$ cat src/yasd_pkg.sv
// ----------------------------------------------------------------------------
// yasd_pkg
// Shared types and fixed constants of the yaw acceleration spike detector.
// ----------------------------------------------------------------------------
package yasd_pkg;

  // fixed field widths
  localparam int YAW_W    = 25;  // signed Q8.16 degrees
  localparam int FT_W     = 24;  // unsigned Q0.24 seconds
  localparam int SCORE_W  = 17;  // Q0.16, up to 1.0
  localparam int LIM_W    = 32;  // acceleration limits, Q.16
  localparam int CFG_W    = 32;  // config data width
  localparam int CFG_IDX_W = 3;
  localparam int FRAMES_W = 3;
  localparam int PROD_W   = 2 * SCORE_W;

  localparam int RATE_FRAC_BITS = 16;
  localparam int MAG1_W        = 26;  // magnitude of a wrapped yaw difference
  localparam int HALF_TURN_DEG = 180;
  localparam int FULL_TURN_DEG = 360;

  localparam logic [FRAMES_W-1:0] FRAMES_MAX = 3'd4;
  localparam logic [SCORE_W-1:0]  Q16_ONE    = 17'd65536;
  localparam logic [15:0]         ROUND_HALF = 16'd32768;

  // register reset values
  localparam logic [LIM_W-1:0]   MATCH_LIMIT_RST  = 32'd65536;
  localparam logic [LIM_W-1:0]   LOW_LIMIT_RST    = 32'd131072;
  localparam logic [LIM_W-1:0]   SPIKE_MARGIN_RST = 32'd131072;
  localparam logic [SCORE_W-1:0] ALARM_LEVEL_RST  = 17'd58982;
  localparam logic [SCORE_W-1:0] SMOOTH_WEIGHT_RST = 17'd3277;

  typedef enum logic [CFG_IDX_W-1:0] {
    CFG_MATCH_LIMIT   = 3'd0,
    CFG_LOW_LIMIT     = 3'd1,
    CFG_SPIKE_MARGIN  = 3'd2,
    CFG_ALARM_LEVEL   = 3'd3,
    CFG_SMOOTH_WEIGHT = 3'd4
  } cfg_index_t;

  typedef enum logic [7:0] {
    ST_IDLE  = 8'b0000_0001,
    ST_PREP  = 8'b0000_0010,
    ST_DIV1  = 8'b0000_0100,
    ST_AMAG  = 8'b0000_1000,
    ST_DIV2  = 8'b0001_0000,
    ST_EVAL  = 8'b0010_0000,
    ST_SPIKE = 8'b0100_0000,
    ST_FIN   = 8'b1000_0000
  } state_t;

endpackage

$ cat src/yasd_in_if.sv
// ----------------------------------------------------------------------------
// yasd_in_if
// Input channel: one word per tick with yaw angle and frame time.
// ----------------------------------------------------------------------------
interface yasd_in_if;
  logic                                 valid;
  logic                                 ready;
  logic signed [yasd_pkg::YAW_W-1:0]    yaw_angle;
  logic        [yasd_pkg::FT_W-1:0]     frame_time;

  modport source (output valid, output yaw_angle, output frame_time, input ready);
  modport sink   (input valid, input yaw_angle, input frame_time, output ready);
endinterface

$ cat src/yasd_out_if.sv
// ----------------------------------------------------------------------------
// yasd_out_if
// Output channel: one word per tick with detection flag and score.
// ----------------------------------------------------------------------------
interface yasd_out_if;
  logic                             valid;
  logic                             ready;
  logic                             detected;
  logic [yasd_pkg::SCORE_W-1:0]     score;

  modport source (output valid, output detected, output score, input ready);
  modport sink   (input valid, input detected, input score, output ready);
endinterface

$ cat src/yasd_div.sv
// ----------------------------------------------------------------------------
// yasd_div
// Saturating restoring divider, one quotient bit per cycle.
// ----------------------------------------------------------------------------
module yasd_div #(
  parameter int RATE_W = 48,
  parameter int CNT_W  = 7
) (
  input  logic                         clk,
  input  logic                         rst,
  input  logic                         start,
  input  logic [RATE_W-1:0]            num,    // MSB first, zeros follow
  input  logic [CNT_W-1:0]             count,  // quotient bits to develop
  input  logic [yasd_pkg::FT_W-1:0]    den,
  output logic                         done,
  output logic [RATE_W-2:0]            quo     // saturated at all ones
);

  localparam int QW = RATE_W - 1;
  localparam int FW = yasd_pkg::FT_W;

  logic              busy;
  logic [CNT_W-1:0]  cnt;
  logic [RATE_W-1:0] nsh;
  logic [FW-1:0]     rem;
  logic [QW-1:0]     q;
  logic              sat;

  logic [FW:0]       rem_sh;
  logic [FW:0]       trial;
  logic              qb;
  logic              trivial;

  always_comb begin
    rem_sh  = {rem, nsh[RATE_W-1]};
    trial   = rem_sh - {1'b0, den};
    qb      = (rem_sh >= {1'b0, den});
    trivial = (num == '0) || (den == '0);
  end

  always_ff @(posedge clk) begin
    if (rst) begin
      busy <= 1'b0;
      done <= 1'b0;
    end else begin
      if (start) begin
        busy <= !trivial;
        done <= trivial;
        // zero divisor with nonzero dividend goes straight to the cap
        sat  <= (den == '0) && (num != '0);
        q    <= '0;
        rem  <= '0;
        nsh  <= num;
        cnt  <= count;
      end else if (busy) begin
        rem <= qb ? trial[FW-1:0] : rem_sh[FW-1:0];
        // top bit set means q*2+qb exceeds the cap
        sat <= sat | q[QW-1];
        q   <= {q[QW-2:0], qb};
        nsh <= {nsh[RATE_W-2:0], 1'b0};
        cnt <= cnt - CNT_W'(1);
        done <= (cnt == CNT_W'(1));
        if (cnt == CNT_W'(1)) begin
          busy <= 1'b0;
        end
      end else begin
        done <= 1'b0;
      end
    end
  end

  assign quo = sat ? {QW{1'b1}} : q;

endmodule

$ cat src/yaw_accel_spike_detector_core.sv
// ----------------------------------------------------------------------------
// yaw_accel_spike_detector_core
// Yaw speed / acceleration spike detector with rolling score.
// ----------------------------------------------------------------------------
// Takes one word per game tick (yaw angle Q8.16 deg, frame time Q0.24 s) and
// returns one word (detected, score Q0.16) for each. The block works on one
// word at a time: in_ch.ready is high only while idle. Ready comes back once
// the word's result is taken into the output register. The single shared
// divider develops one quotient bit per cycle and runs twice per word (yaw
// speed, then yaw acceleration); a zero frame time or zero dividend skips
// the quotient steps of a division. The result sits in an output register,
// so the next word is accepted while the previous result still waits on
// out_ch.ready; only if that result is still unread when the next one is
// finished does the block wait in its last step.
// Configuration registers are written through cfg_we/cfg_index/cfg_data and
// must only be changed while the block is idle.
// ----------------------------------------------------------------------------
module yaw_accel_spike_detector_core #(
  parameter int ANGLE_FRAC_BITS = 16,
  parameter int TIME_FRAC_BITS  = 24,
  parameter int RATE_WIDTH      = 48
) (
  input  logic                              clk,
  input  logic                              rst,
  yasd_in_if.sink                           in_ch,
  yasd_out_if.source                        out_ch,
  input  logic                              cfg_we,
  input  logic [yasd_pkg::CFG_IDX_W-1:0]    cfg_index,
  input  logic [yasd_pkg::CFG_W-1:0]        cfg_data
);

  // signed width that holds a yaw difference and a full turn
  localparam int DW = (ANGLE_FRAC_BITS + 11 > 27) ? ANGLE_FRAC_BITS + 11 : 27;
  localparam int QW = RATE_WIDTH - 1;       // rate magnitude width
  localparam int CW = RATE_WIDTH + 1;       // common compare width
  localparam int SPEED_SHIFT = TIME_FRAC_BITS + yasd_pkg::RATE_FRAC_BITS
                               - ANGLE_FRAC_BITS;
  localparam int SPEED_STEPS = yasd_pkg::MAG1_W + SPEED_SHIFT;
  localparam int ACCEL_STEPS = RATE_WIDTH + TIME_FRAC_BITS;
  localparam int CNT_W = $clog2(ACCEL_STEPS + 1);
  localparam logic signed [DW-1:0] HALF_TURN =
    DW'(yasd_pkg::HALF_TURN_DEG) << ANGLE_FRAC_BITS;
  localparam logic signed [DW-1:0] FULL_TURN =
    DW'(yasd_pkg::FULL_TURN_DEG) << ANGLE_FRAC_BITS;

  // --------------------------------------------------------------------------
  // Configuration registers
  // --------------------------------------------------------------------------
  logic [yasd_pkg::LIM_W-1:0]   match_limit;
  logic [yasd_pkg::LIM_W-1:0]   low_limit;
  logic [yasd_pkg::LIM_W-1:0]   spike_margin;
  logic [yasd_pkg::SCORE_W-1:0] alarm_level;
  logic [yasd_pkg::SCORE_W-1:0] smooth_weight;

  always_ff @(posedge clk) begin
    if (rst) begin
      match_limit   <= yasd_pkg::MATCH_LIMIT_RST;
      low_limit     <= yasd_pkg::LOW_LIMIT_RST;
      spike_margin  <= yasd_pkg::SPIKE_MARGIN_RST;
      alarm_level   <= yasd_pkg::ALARM_LEVEL_RST;
      smooth_weight <= yasd_pkg::SMOOTH_WEIGHT_RST;
    end else if (cfg_we) begin
      case (yasd_pkg::cfg_index_t'(cfg_index))
        yasd_pkg::CFG_MATCH_LIMIT:   match_limit   <= cfg_data;
        yasd_pkg::CFG_LOW_LIMIT:     low_limit     <= cfg_data;
        yasd_pkg::CFG_SPIKE_MARGIN:  spike_margin  <= cfg_data;
        yasd_pkg::CFG_ALARM_LEVEL:   alarm_level   <= cfg_data[yasd_pkg::SCORE_W-1:0];
        yasd_pkg::CFG_SMOOTH_WEIGHT: smooth_weight <= cfg_data[yasd_pkg::SCORE_W-1:0];
        default: ;  // unmapped index: ignored
      endcase
    end
  end

  // --------------------------------------------------------------------------
  // Tracking state and working registers
  // --------------------------------------------------------------------------
  yasd_pkg::state_t state;

  logic signed [yasd_pkg::YAW_W-1:0] yaw_in;
  logic        [yasd_pkg::FT_W-1:0]  ft;
  logic signed [yasd_pkg::YAW_W-1:0] prev_yaw;
  logic                              diff_neg;
  logic                              speed_neg;   // sign of current speed
  logic [QW-1:0]                     speed_mag;
  logic                              prev_neg;
  logic [QW-1:0]                     prev_mag;
  logic [QW-1:0]                     acc_cur;
  logic [QW-1:0]                     acc_one;     // one tick back
  logic [QW-1:0]                     acc_two;     // two ticks back
  logic [yasd_pkg::FRAMES_W-1:0]     frames;
  logic [yasd_pkg::SCORE_W-1:0]      score;
  logic                              upd;         // score moves this tick
  logic                              spike;
  logic [RATE_WIDTH-1:0]             sum_r;       // outer sum (2x average)
  logic [RATE_WIDTH-1:0]             mid2_r;      // 2x middle accel
  logic [yasd_pkg::PROD_W-1:0]       prod;

  logic                              out_valid;
  logic                              out_det;
  logic [yasd_pkg::SCORE_W-1:0]      out_score;

  // --------------------------------------------------------------------------
  // Shared divider
  // --------------------------------------------------------------------------
  logic                  div_start;
  logic [RATE_WIDTH-1:0] div_num;
  logic [CNT_W-1:0]      div_count;
  logic                  div_done;
  logic [QW-1:0]         div_quo;

  yasd_div #(
    .RATE_W (RATE_WIDTH),
    .CNT_W  (CNT_W)
  ) u_div (
    .clk   (clk),
    .rst   (rst),
    .start (div_start),
    .num   (div_num),
    .count (div_count),
    .den   (ft),
    .done  (div_done),
    .quo   (div_quo)
  );

  // --------------------------------------------------------------------------
  // Combinational datapath
  // --------------------------------------------------------------------------
  logic signed [DW-1:0]           diff_raw;
  logic signed [DW-1:0]           diff_w;
  logic        [DW-1:0]           diff_abs;
  logic        [RATE_WIDTH-1:0]   acc_num;
  logic        [QW-1:0]           gap;
  logic                           gap_ok;
  logic                           spike_c;
  logic        [yasd_pkg::SCORE_W-1:0] wc;
  logic        [yasd_pkg::SCORE_W-1:0] one_minus_w;
  logic        [yasd_pkg::PROD_W:0]    score_sum;
  logic        [yasd_pkg::SCORE_W-1:0] score_new;
  logic        [yasd_pkg::SCORE_W-1:0] score_fin;
  logic                           out_free;

  always_comb begin
    // yaw difference wrapped once into +-180 deg
    diff_raw = DW'(yaw_in) - DW'(prev_yaw);
    diff_w   = diff_raw;
    if (diff_raw > HALF_TURN) begin
      diff_w = diff_raw - FULL_TURN;
    end
    if (diff_raw < -HALF_TURN) begin
      diff_w = diff_raw + FULL_TURN;
    end
    diff_abs = (diff_w < 0) ? DW'(-diff_w) : DW'(diff_w);

    // speed difference magnitude, signs handled separately
    if (speed_neg != prev_neg) begin
      acc_num = RATE_WIDTH'(speed_mag) + RATE_WIDTH'(prev_mag);
    end else if (speed_mag >= prev_mag) begin
      acc_num = RATE_WIDTH'(speed_mag - prev_mag);
    end else begin
      acc_num = RATE_WIDTH'(prev_mag - speed_mag);
    end

    gap    = (acc_cur >= acc_two) ? (acc_cur - acc_two) : (acc_two - acc_cur);
    gap_ok = CW'(gap) < CW'(match_limit);

    spike_c = (CW'(sum_r) < CW'({low_limit, 1'b0})) && (mid2_r > sum_r) &&
              (CW'(mid2_r - sum_r) > CW'({spike_margin, 1'b0}));

    wc          = (smooth_weight > yasd_pkg::Q16_ONE) ? yasd_pkg::Q16_ONE : smooth_weight;
    one_minus_w = yasd_pkg::Q16_ONE - wc;
    score_sum   = (yasd_pkg::PROD_W + 1)'(prod)
                + (spike ? (yasd_pkg::PROD_W + 1)'({wc, 16'd0})
                         : (yasd_pkg::PROD_W + 1)'(0))
                + (yasd_pkg::PROD_W + 1)'(yasd_pkg::ROUND_HALF);
    score_new   = score_sum[16 +: yasd_pkg::SCORE_W];
    score_fin   = upd ? score_new : score;

    out_free = !out_valid || out_ch.ready;

    div_start = (state == yasd_pkg::ST_PREP) || (state == yasd_pkg::ST_AMAG);
    if (state == yasd_pkg::ST_PREP) begin
      div_num   = {diff_abs[yasd_pkg::MAG1_W-1:0],
                   {(RATE_WIDTH - yasd_pkg::MAG1_W){1'b0}}};
      div_count = CNT_W'(SPEED_STEPS);
    end else begin
      div_num   = acc_num;
      div_count = CNT_W'(ACCEL_STEPS);
    end
  end

  // --------------------------------------------------------------------------
  // Output register valid: set when a word is finished, cleared when read
  // --------------------------------------------------------------------------
  always_ff @(posedge clk) begin
    if (rst) begin
      out_valid <= 1'b0;
    end else if ((state == yasd_pkg::ST_FIN) && out_free) begin
      out_valid <= 1'b1;
    end else if (out_ch.ready) begin
      out_valid <= 1'b0;
    end
  end

  // --------------------------------------------------------------------------
  // Sequencer
  // --------------------------------------------------------------------------
  always_ff @(posedge clk) begin
    if (rst) begin
      state     <= yasd_pkg::ST_IDLE;
      prev_yaw  <= '0;
      prev_neg  <= 1'b0;
      prev_mag  <= '0;
      acc_one   <= '0;
      acc_two   <= '0;
      frames    <= '0;
      score     <= '0;
    end else begin
      case (state)
        yasd_pkg::ST_IDLE: begin
          if (in_ch.valid) begin
            yaw_in <= in_ch.yaw_angle;
            ft     <= in_ch.frame_time;
            state  <= yasd_pkg::ST_PREP;
          end
        end

        yasd_pkg::ST_PREP: begin
          diff_neg <= (diff_w < 0);
          state    <= yasd_pkg::ST_DIV1;
        end

        yasd_pkg::ST_DIV1: begin
          if (div_done) begin
            // first tick has no speed; -0 counts as positive
            if (frames >= 3'd1) begin
              speed_mag <= div_quo;
              speed_neg <= diff_neg && (div_quo != '0);
            end else begin
              speed_mag <= '0;
              speed_neg <= 1'b0;
            end
            state <= yasd_pkg::ST_AMAG;
          end
        end

        yasd_pkg::ST_AMAG: begin
          state <= yasd_pkg::ST_DIV2;
        end

        yasd_pkg::ST_DIV2: begin
          if (div_done) begin
            acc_cur <= (frames >= 3'd2) ? div_quo : '0;
            state   <= yasd_pkg::ST_EVAL;
          end
        end

        yasd_pkg::ST_EVAL: begin
          upd    <= (frames >= 3'd3) && (speed_neg != prev_neg) && gap_ok;
          sum_r  <= RATE_WIDTH'(acc_cur) + RATE_WIDTH'(acc_two);
          mid2_r <= {acc_one, 1'b0};
          prod   <= yasd_pkg::PROD_W'(score) * yasd_pkg::PROD_W'(one_minus_w);
          state  <= yasd_pkg::ST_SPIKE;
        end

        yasd_pkg::ST_SPIKE: begin
          spike <= spike_c;
          state <= yasd_pkg::ST_FIN;
        end

        yasd_pkg::ST_FIN: begin
          if (out_free) begin
            score     <= score_fin;
            prev_yaw  <= yaw_in;
            prev_neg  <= speed_neg;
            prev_mag  <= speed_mag;
            acc_two   <= acc_one;
            acc_one   <= acc_cur;
            if (frames < yasd_pkg::FRAMES_MAX) begin
              frames <= frames + yasd_pkg::FRAMES_W'(1);
            end
            out_det   <= (score_fin > alarm_level);
            out_score <= score_fin;
            state     <= yasd_pkg::ST_IDLE;
          end
        end

        default: begin
          state <= yasd_pkg::ST_IDLE;
        end
      endcase
    end
  end

  assign in_ch.ready     = (state == yasd_pkg::ST_IDLE);
  assign out_ch.valid    = out_valid;
  assign out_ch.detected = out_det;
  assign out_ch.score    = out_score;

endmodule

$ cat src/flat_wrapper.sv
// flat-port wrapper written by rule: the top's interface ports become plain ports
module yaw_accel_spike_detector_core_flat 
#(
  parameter int ANGLE_FRAC_BITS = 16,
  parameter int TIME_FRAC_BITS  = 24,
  parameter int RATE_WIDTH      = 48
)
  (clk, rst, cfg_we, cfg_index, cfg_data, in_ch_valid, in_ch_yaw_angle, in_ch_frame_time, in_ch_ready, out_ch_valid, out_ch_detected, out_ch_score, out_ch_ready);
  yasd_in_if in_ch_i ();
  yasd_out_if out_ch_i ();
  input  logic clk;
  input  logic rst;
  input  logic cfg_we;
  input  logic [yasd_pkg::CFG_IDX_W-1:0] cfg_index;
  input  logic [yasd_pkg::CFG_W-1:0] cfg_data;
  input wire logic [$bits(in_ch_i.valid)-1:0] in_ch_valid;
  input wire logic [$bits(in_ch_i.yaw_angle)-1:0] in_ch_yaw_angle;
  input wire logic [$bits(in_ch_i.frame_time)-1:0] in_ch_frame_time;
  output wire logic [$bits(in_ch_i.ready)-1:0] in_ch_ready;
  output wire logic [$bits(out_ch_i.valid)-1:0] out_ch_valid;
  output wire logic [$bits(out_ch_i.detected)-1:0] out_ch_detected;
  output wire logic [$bits(out_ch_i.score)-1:0] out_ch_score;
  input wire logic [$bits(out_ch_i.ready)-1:0] out_ch_ready;
  assign in_ch_i.valid = in_ch_valid;
  assign in_ch_i.yaw_angle = in_ch_yaw_angle;
  assign in_ch_i.frame_time = in_ch_frame_time;
  assign in_ch_ready = in_ch_i.ready;
  assign out_ch_valid = out_ch_i.valid;
  assign out_ch_detected = out_ch_i.detected;
  assign out_ch_score = out_ch_i.score;
  assign out_ch_i.ready = out_ch_ready;
  yaw_accel_spike_detector_core #(.ANGLE_FRAC_BITS(ANGLE_FRAC_BITS), .TIME_FRAC_BITS(TIME_FRAC_BITS), .RATE_WIDTH(RATE_WIDTH)) u_core (.clk(clk), .rst(rst), .in_ch(in_ch_i), .out_ch(out_ch_i), .cfg_we(cfg_we), .cfg_index(cfg_index), .cfg_data(cfg_data));
endmodule
$ cat config.mk
export PLATFORM = sky130hd
export DESIGN_NAME = yaw_accel_spike_detector_core_flat
export DESIGN_NICKNAME = d
export VERILOG_FILES = /design/src/yasd_pkg.sv /design/src/yasd_in_if.sv /design/src/yasd_out_if.sv /design/src/yasd_div.sv /design/src/yaw_accel_spike_detector_core.sv /design/src/flat_wrapper.sv
export SDC_FILE = /design/constraint.sdc
export NUM_CORES = 2
export LEC_CHECK = 0
export BUFFER_PORTS_ARGS = -buffer_cell sky130_fd_sc_hd__buf_4
export CORE_UTILIZATION = 30
export CTS_BUF_LIST = sky130_fd_sc_hd__clkbuf_8 sky130_fd_sc_hd__clkbuf_16
export DETAILED_ROUTE_END_ITERATION = 12
export SLEW_MARGIN = 20
export SYNTH_ARGS = -nofsm -noshare
export SYNTH_HDL_FRONTEND = slang
export SYNTH_SLANG_ARGS = --single-unit
$ cat constraint.sdc
create_clock -name clk -period 12.2 [get_ports clk]
set_clock_uncertainty 0.05 [all_clocks]
set_input_delay 1.83 -clock clk [delete_from_list [all_inputs] [get_ports clk]]
set_output_delay 1.83 -clock clk [all_outputs]
set_load 0.1 [all_outputs]
# Yosys cells after proc, flatten, opt, wreduce, memory -nomap -nowiden
# Cells that the tools add are included.
# op_classes
n_addsub,17
mul,1
n_lt_le_gt_ge,16
eq_ne,18
muxes,33
bitwise,2
reduce_logical,35
# op_table
operator,n
48-bit two-way mux,5
47-bit two-way mux,3
47-bit by 47-bit adder with 48-bit output,2
47-bit by 47-bit subtractor with 48-bit output,2
47-bit greater-or-equal comparator,2
47-bit subtractor,2
8-bit one-hot mux with 8 select lines,1
27-bit two-way mux,2
49-bit by 33-bit > comparator with 1-bit output,1
48-bit by 48-bit subtractor with 49-bit output,1
48-bit > comparator,1
48-bit zero test,1
48-bit by 33-bit less-than comparator with 1-bit output,1
24-bit two-way mux,2
48-bit nonzero test,1
47-bit by 32-bit less-than comparator with 1-bit output,1
47-bit nonzero test,1
17-bit two-way mux,2
33-bit by 16-bit adder with 33-bit output (second input constant),1
33-bit adder,1
17-bit by 17-bit multiplier with 33-bit output,1
33-bit two-way mux,1
8-bit two-way mux,4
27-bit by 26-bit adder with 27-bit output (second input constant),1
other kinds (45),82
# totals
register_bits,748
input_bits,89
output_inout_bits,20
elab_cells,156

# Logic depth before layout (Yosys ltp)
# logic_depth
word_depth,11
depth_mapped,40

# Cells and area by module
# From an unflattened synthesis, not the netlist that was laid out.
# unflattened
cells_unflattened,7410
hier_area_um2,61681.7
# by_module_without_submodules
module,n_inst,cells_per_inst,area_per_inst_um2
yaw_accel_spike_detector_core,1,6805,54591.1
yasd_div,1,605,7090.6

# Worst setup path before layout
# No wires, ideal clock.
# synth_timing
path_type,input -> register
startpoint,input port rst
endpoint,register u_core.mid2_r[10] (enable)
t_arrival_ps,10633
required_time_ps,11400
slack_ps,767
stages,5
path_cell_list,clkbuf_1 -> inv_1 -> and2_1 -> nand2_1 -> nor3b_1
# synth_between
elab_chain_cells,2
# synth_lines
element,line_no,rtl
from (decl),flat_wrapper.sv:12,input logic rst;
1-bit NOT (no source line),--,
2-bit AND reduction (no source line),--,
to (signal assigned),yaw_accel_spike_detector_core.sv:260,"mid2_r <= {acc_one, 1'b0};"
to (decl),yaw_accel_spike_detector_core.sv:95,logic [RATE_WIDTH-1:0] mid2_r;
# No other way between the ends.
# A chain may end at the register's enable or synchronous reset.

# Worst setup path after layout
# layout_timing
startpoint,register u_core.smooth_weight[4] (netlist name)
endpoint,"register u_core.prod[32] (netlist name), data pin"
# layout_between
elab_chain_cells,4
# layout_lines
element,line_no,rtl
from (decl),yaw_accel_spike_detector_core.sv:53,logic [yasd_pkg::SCORE_W-1:0] smooth_weight;
from (signal assigned),yaw_accel_spike_detector_core.sv:61,smooth_weight <= yasd_pkg::SMOOTH_WEIGHT_RST;
from (signal assigned),yaw_accel_spike_detector_core.sv:68,yasd_pkg::CFG_SMOOTH_WEIGHT: smooth_weight <= cfg_data[yasd_pkg::SCORE_W-1:0];
17-bit > comparator,yaw_accel_spike_detector_core.sv:169,wc = (smooth_weight > yasd_pkg::Q16_ONE) ? yasd_pkg::Q16_ONE : smooth_weight;
17-bit two-way mux (*),yaw_accel_spike_detector_core.sv:169,
17-bit subtractor (*),yaw_accel_spike_detector_core.sv:170,one_minus_w = yasd_pkg::Q16_ONE - wc;
17-bit by 17-bit multiplier with 33-bit output (*),yaw_accel_spike_detector_core.sv:261,prod <= yasd_pkg::PROD_W'(score) * yasd_pkg::PROD_W'(one_minus_w);
to (signal assigned),yaw_accel_spike_detector_core.sv:261,
to (decl),yaw_accel_spike_detector_core.sv:96,logic [yasd_pkg::PROD_W-1:0] prod;
# Mark *: on every way between the ends. The rest lies on a longest branch, timed or not.

==> flow_metrics.env <==
export IMPL_cp_start_kind="register"
export IMPL_drt_pass1_iterations=9
export IMPL_synth_area_um2=61400
export IMPL_avgRoutedWirePerCell_um=18.4
export IMPL_crit_top_cell="inv_1"
export IMPL_yosys_area_top_type="edfxtp_1"
export IMPL_dp_hpwl_mm=140
export IMPL_yosys_area_top_type_share=0.198
export IMPL_num_vias=52300
export IMPL_grt_start_max_net_pins=155
export IMPL_cp_max_fo=19
export IMPL_synth_top_flop_cell="edfxtp_1"
export IMPL_slew_viol_final=0
export IMPL_hold_class="reg -> reg"
export IMPL_worstSetupPathType="reg -> reg"
export IMPL_max_slew_margin_rel=0.177
export IMPL_synth_common_cells="nand2_1, inv_1, a21oi_1"
export IMPL_rows=165
export IMPL_cap_viol_max_count=0
export IMPL_arrival_ps=11250
export IMPL_postCtsSetupRepairBufs=0
export IMPL_grt_pass1_wl_mm=289
export IMPL_cts_buffer_depth=3
export IMPL_ant_nets=0
export IMPL_fillers=21200
export IMPL_final_seq_area_um2=18700
export IMPL_initial_core_util=0.303
export IMPL_fp_dieArea_um2=206000
export IMPL_cp_end_kind="register"
export IMPL_drc=0
export IMPL_drive_gt1_frac=0.0567
export IMPL_port_buffers=108
export IMPL_cts_tree="done"
export IMPL_globalRouteTotalUtil=0.176
export IMPL_worst_pin_slew_ps=1200
export IMPL_ys_seq_area_frac=0.305
export IMPL_die_w_um=454
export IMPL_clkTransAtPathRegs_ps=60
export IMPL_vias_per_cell=5.20
export IMPL_dieHeight_um=454
export IMPL_cts_root_buf="clkbuf_16"
export IMPL_fin_crit_sh=0.887
export IMPL_synthToLayoutAreaGrowth_pct=10.6
export IMPL_pin_count=109
export IMPL_critPathRequiredTime_ps=12640
export IMPL_syn_num_nets=8348
export IMPL_yosysMostFrequentCell="nand2_1"
export IMPL_netlist_instances=7410
export IMPL_r2r_start="u_core.smooth_weight[4]$_SDFFE_PP0P_"
export IMPL_ys_async_sr_fraction=0
export IMPL_place_gp_congestion=0.910
export IMPL_setup_violations=0
export IMPL_cts_resized_gates=0
export IMPL_ys_types=96
export IMPL_cts_sinks=733
export IMPL_synth_area_leaders="edfxtp_1, ha_1, dfxtp_1, fa_1, nand2_1"
export IMPL_yosysWarningCount=0
export IMPL_grt_pass1_vias=50900
export IMPL_cts_buffers_inserted=84
export IMPL_rsz0062_at_grt="false"
export IMPL_powerDensity_nw_per_um2=85.4
export IMPL_leakage_nw=28.4
export IMPL_synth_edf_count=405
export IMPL_crit_start="u_core.smooth_weight[4]$_SDFFE_PP0P_"
export IMPL_min_from="u_core.prev_yaw[22]$_SDFFE_PP0P_"
export IMPL_drt_first_iter_violations=4129
export IMPL_fmax_ghz=0.0925
export IMPL_hold_slack_ps=402
export IMPL_slowest_delay_ps=750
export IMPL_status="completed"
export IMPL_clock_latency_ps=750
export IMPL_antenna_found_initial=6
export IMPL_vdd_drop_max_mv=0.109
export IMPL_critPathSlowestCell="a31oi_1"
export IMPL_period_minus_slack_ps=10820
export IMPL_hold_viol=0
export IMPL_multi_input_area_um2=38400
export IMPL_overflow=0
export IMPL_coreArea_um2=203000
export IMPL_tns_ps=0
export IMPL_h_tree_depth=3
export IMPL_fin_nets=8252
export IMPL_hold_buffers=0
export IMPL_wirelength_mm=185
export IMPL_avgSynthCellArea_um2=8.28
export IMPL_synth_seq_cells=733
==> cells in the final DEF, fill, tap and decap left out, types with 17 or more instances in the layout <==
master / netlist / layout
o31ai_1: 37 / 36
nand2b_1: 54 / 53
a31oi_1: 50 / 50
a21o_1: 162 / 162
ha_1: 618 / 618
or3_1: 46 / 46
clkbuf_16: 0 / 86
fa_1: 231 / 231
mux2_2: 27 / 27
and2_1: 141 / 140
nor4_1: 63 / 62
xor2_1: 62 / 60
a211oi_1: 70 / 70
nand4_1: 82 / 82
a21boi_0: 21 / 21
or2_2: 25 / 25
nor2b_1: 66 / 65
xnor2_1: 181 / 178
and3_1: 108 / 107
dfxtp_1: 328 / 328
a21oi_1: 772 / 772
edfxtp_1: 405 / 405
buf_4: 2 / 171
o21ai_0: 254 / 254
nand2_1: 1084 / 1083
a221oi_1: 17 / 17
inv_1: 805 / 822
nand3_1: 93 / 93
nor2_1: 570 / 562
o21bai_1: 81 / 81
o21a_1: 53 / 53
nor3_1: 122 / 121
mux2i_1: 75 / 75
o211ai_1: 56 / 56
a2111oi_0: 23 / 21
==> per-stage QoR <==
step / total power, mW / util / cells / area [um^2] / worst slack [ps]
after floorplan: 2.97 / - / 7410 / 61400 / 767
after global placement: 3.10 / 0.320 / 9899 / 64800 / 1710
after detailed placement: 3.10 / 0.320 / 9899 / 64800 / 1500
after CTS: 5.86 / 0.335 / 10100 / 67800 / 1450
after global routing: 5.99 / 0.335 / 10100 / 67900 / 504
final: 5.80 / 0.335 / 10100 / 67900 / 1380
==> cell type report <==
class / count / area share
clock buffer: 97 / 0.0339
multi-input combinational: 5515 / 0.566
timing repair buffer: 174 / 0.0198
inverter: 806 / 0.0446
sequential: 733 / 0.276
tap: 2672 / 0.0493
antenna: 3 / 0.000111
clock inverter: 59 / 0.0108
==> metal layers <==
| metal | vias up | GRT usage | part of all wire |
|---|---|---|---|
| li1 | 25200 | - | - |
| met5 | - | 0 | 0 |
| met2 | 1488 | 0.293 | 0.46 |
| met1 | 25400 | 0.235 | 0.46 |
| met3 | 266 | 0.0229 | 0.050 |
| met4 | 0 | 0.0540 | 0.029 |
==> critical path, delay by kind of cell (launching register included) <==
kind / cells / cell delay, ps
simple gates: 12 / 3130
xor+xnor: 1 / 80
fa+ha+maj: 8 / 3310
compound gates: 12 / 3270
flops: 1 / 340
buf+inv: 6 / 330
==> worst paths after layout <==
kind,depth (start not counted),slack [ps],endpoint
worst max-delay path,39,1380,u_core.prod[32]$_DFFE_PP_
worst min-delay path,2,400,u_core.prev_yaw[22]$_SDFFE_PP0P_
worst max register to register,39,1380,u_core.prod[32]$_DFFE_PP_
worst min register to register,2,400,u_core.prev_yaw[22]$_SDFFE_PP0P_
==> logic make-up after synthesis <==
group / count (synthesis) / share of synthesized area
AOI/OAI and AO/OA: 1788 / 0.181
xor gates and xnor gates: 243 / 0.0347
adders and majority gates: 849 / 0.201
buffers and inverters: 1162 / 0.0721
DFF: 733 / 0.305
muxes: 103 / 0.0174
and+or+nand+nor: 2532 / 0.189
==> sequential cells by signal, indices dropped and copies added, names as in the netlist, 47 cells and up <==
register          cells
u_core.acc_cur       47
u_core.acc_one       47
u_core.prev_mag      47
u_core.sum_r         48
u_core.speed_mag     47
u_core.u_div.nsh     48
u_core.u_div.q       47
u_core.mid2_r        47
u_core.acc_two       47
==> where the power goes <==
group          total (mW)  internal, mW  switching [mW]
Sequential           2.65          2.63          0.0202
Clock                2.74          1.59            1.16
Combinational       0.401         0.141           0.260
Total                5.80          4.36            1.44
No activity file was read; power rests on OpenSTA's default activity.
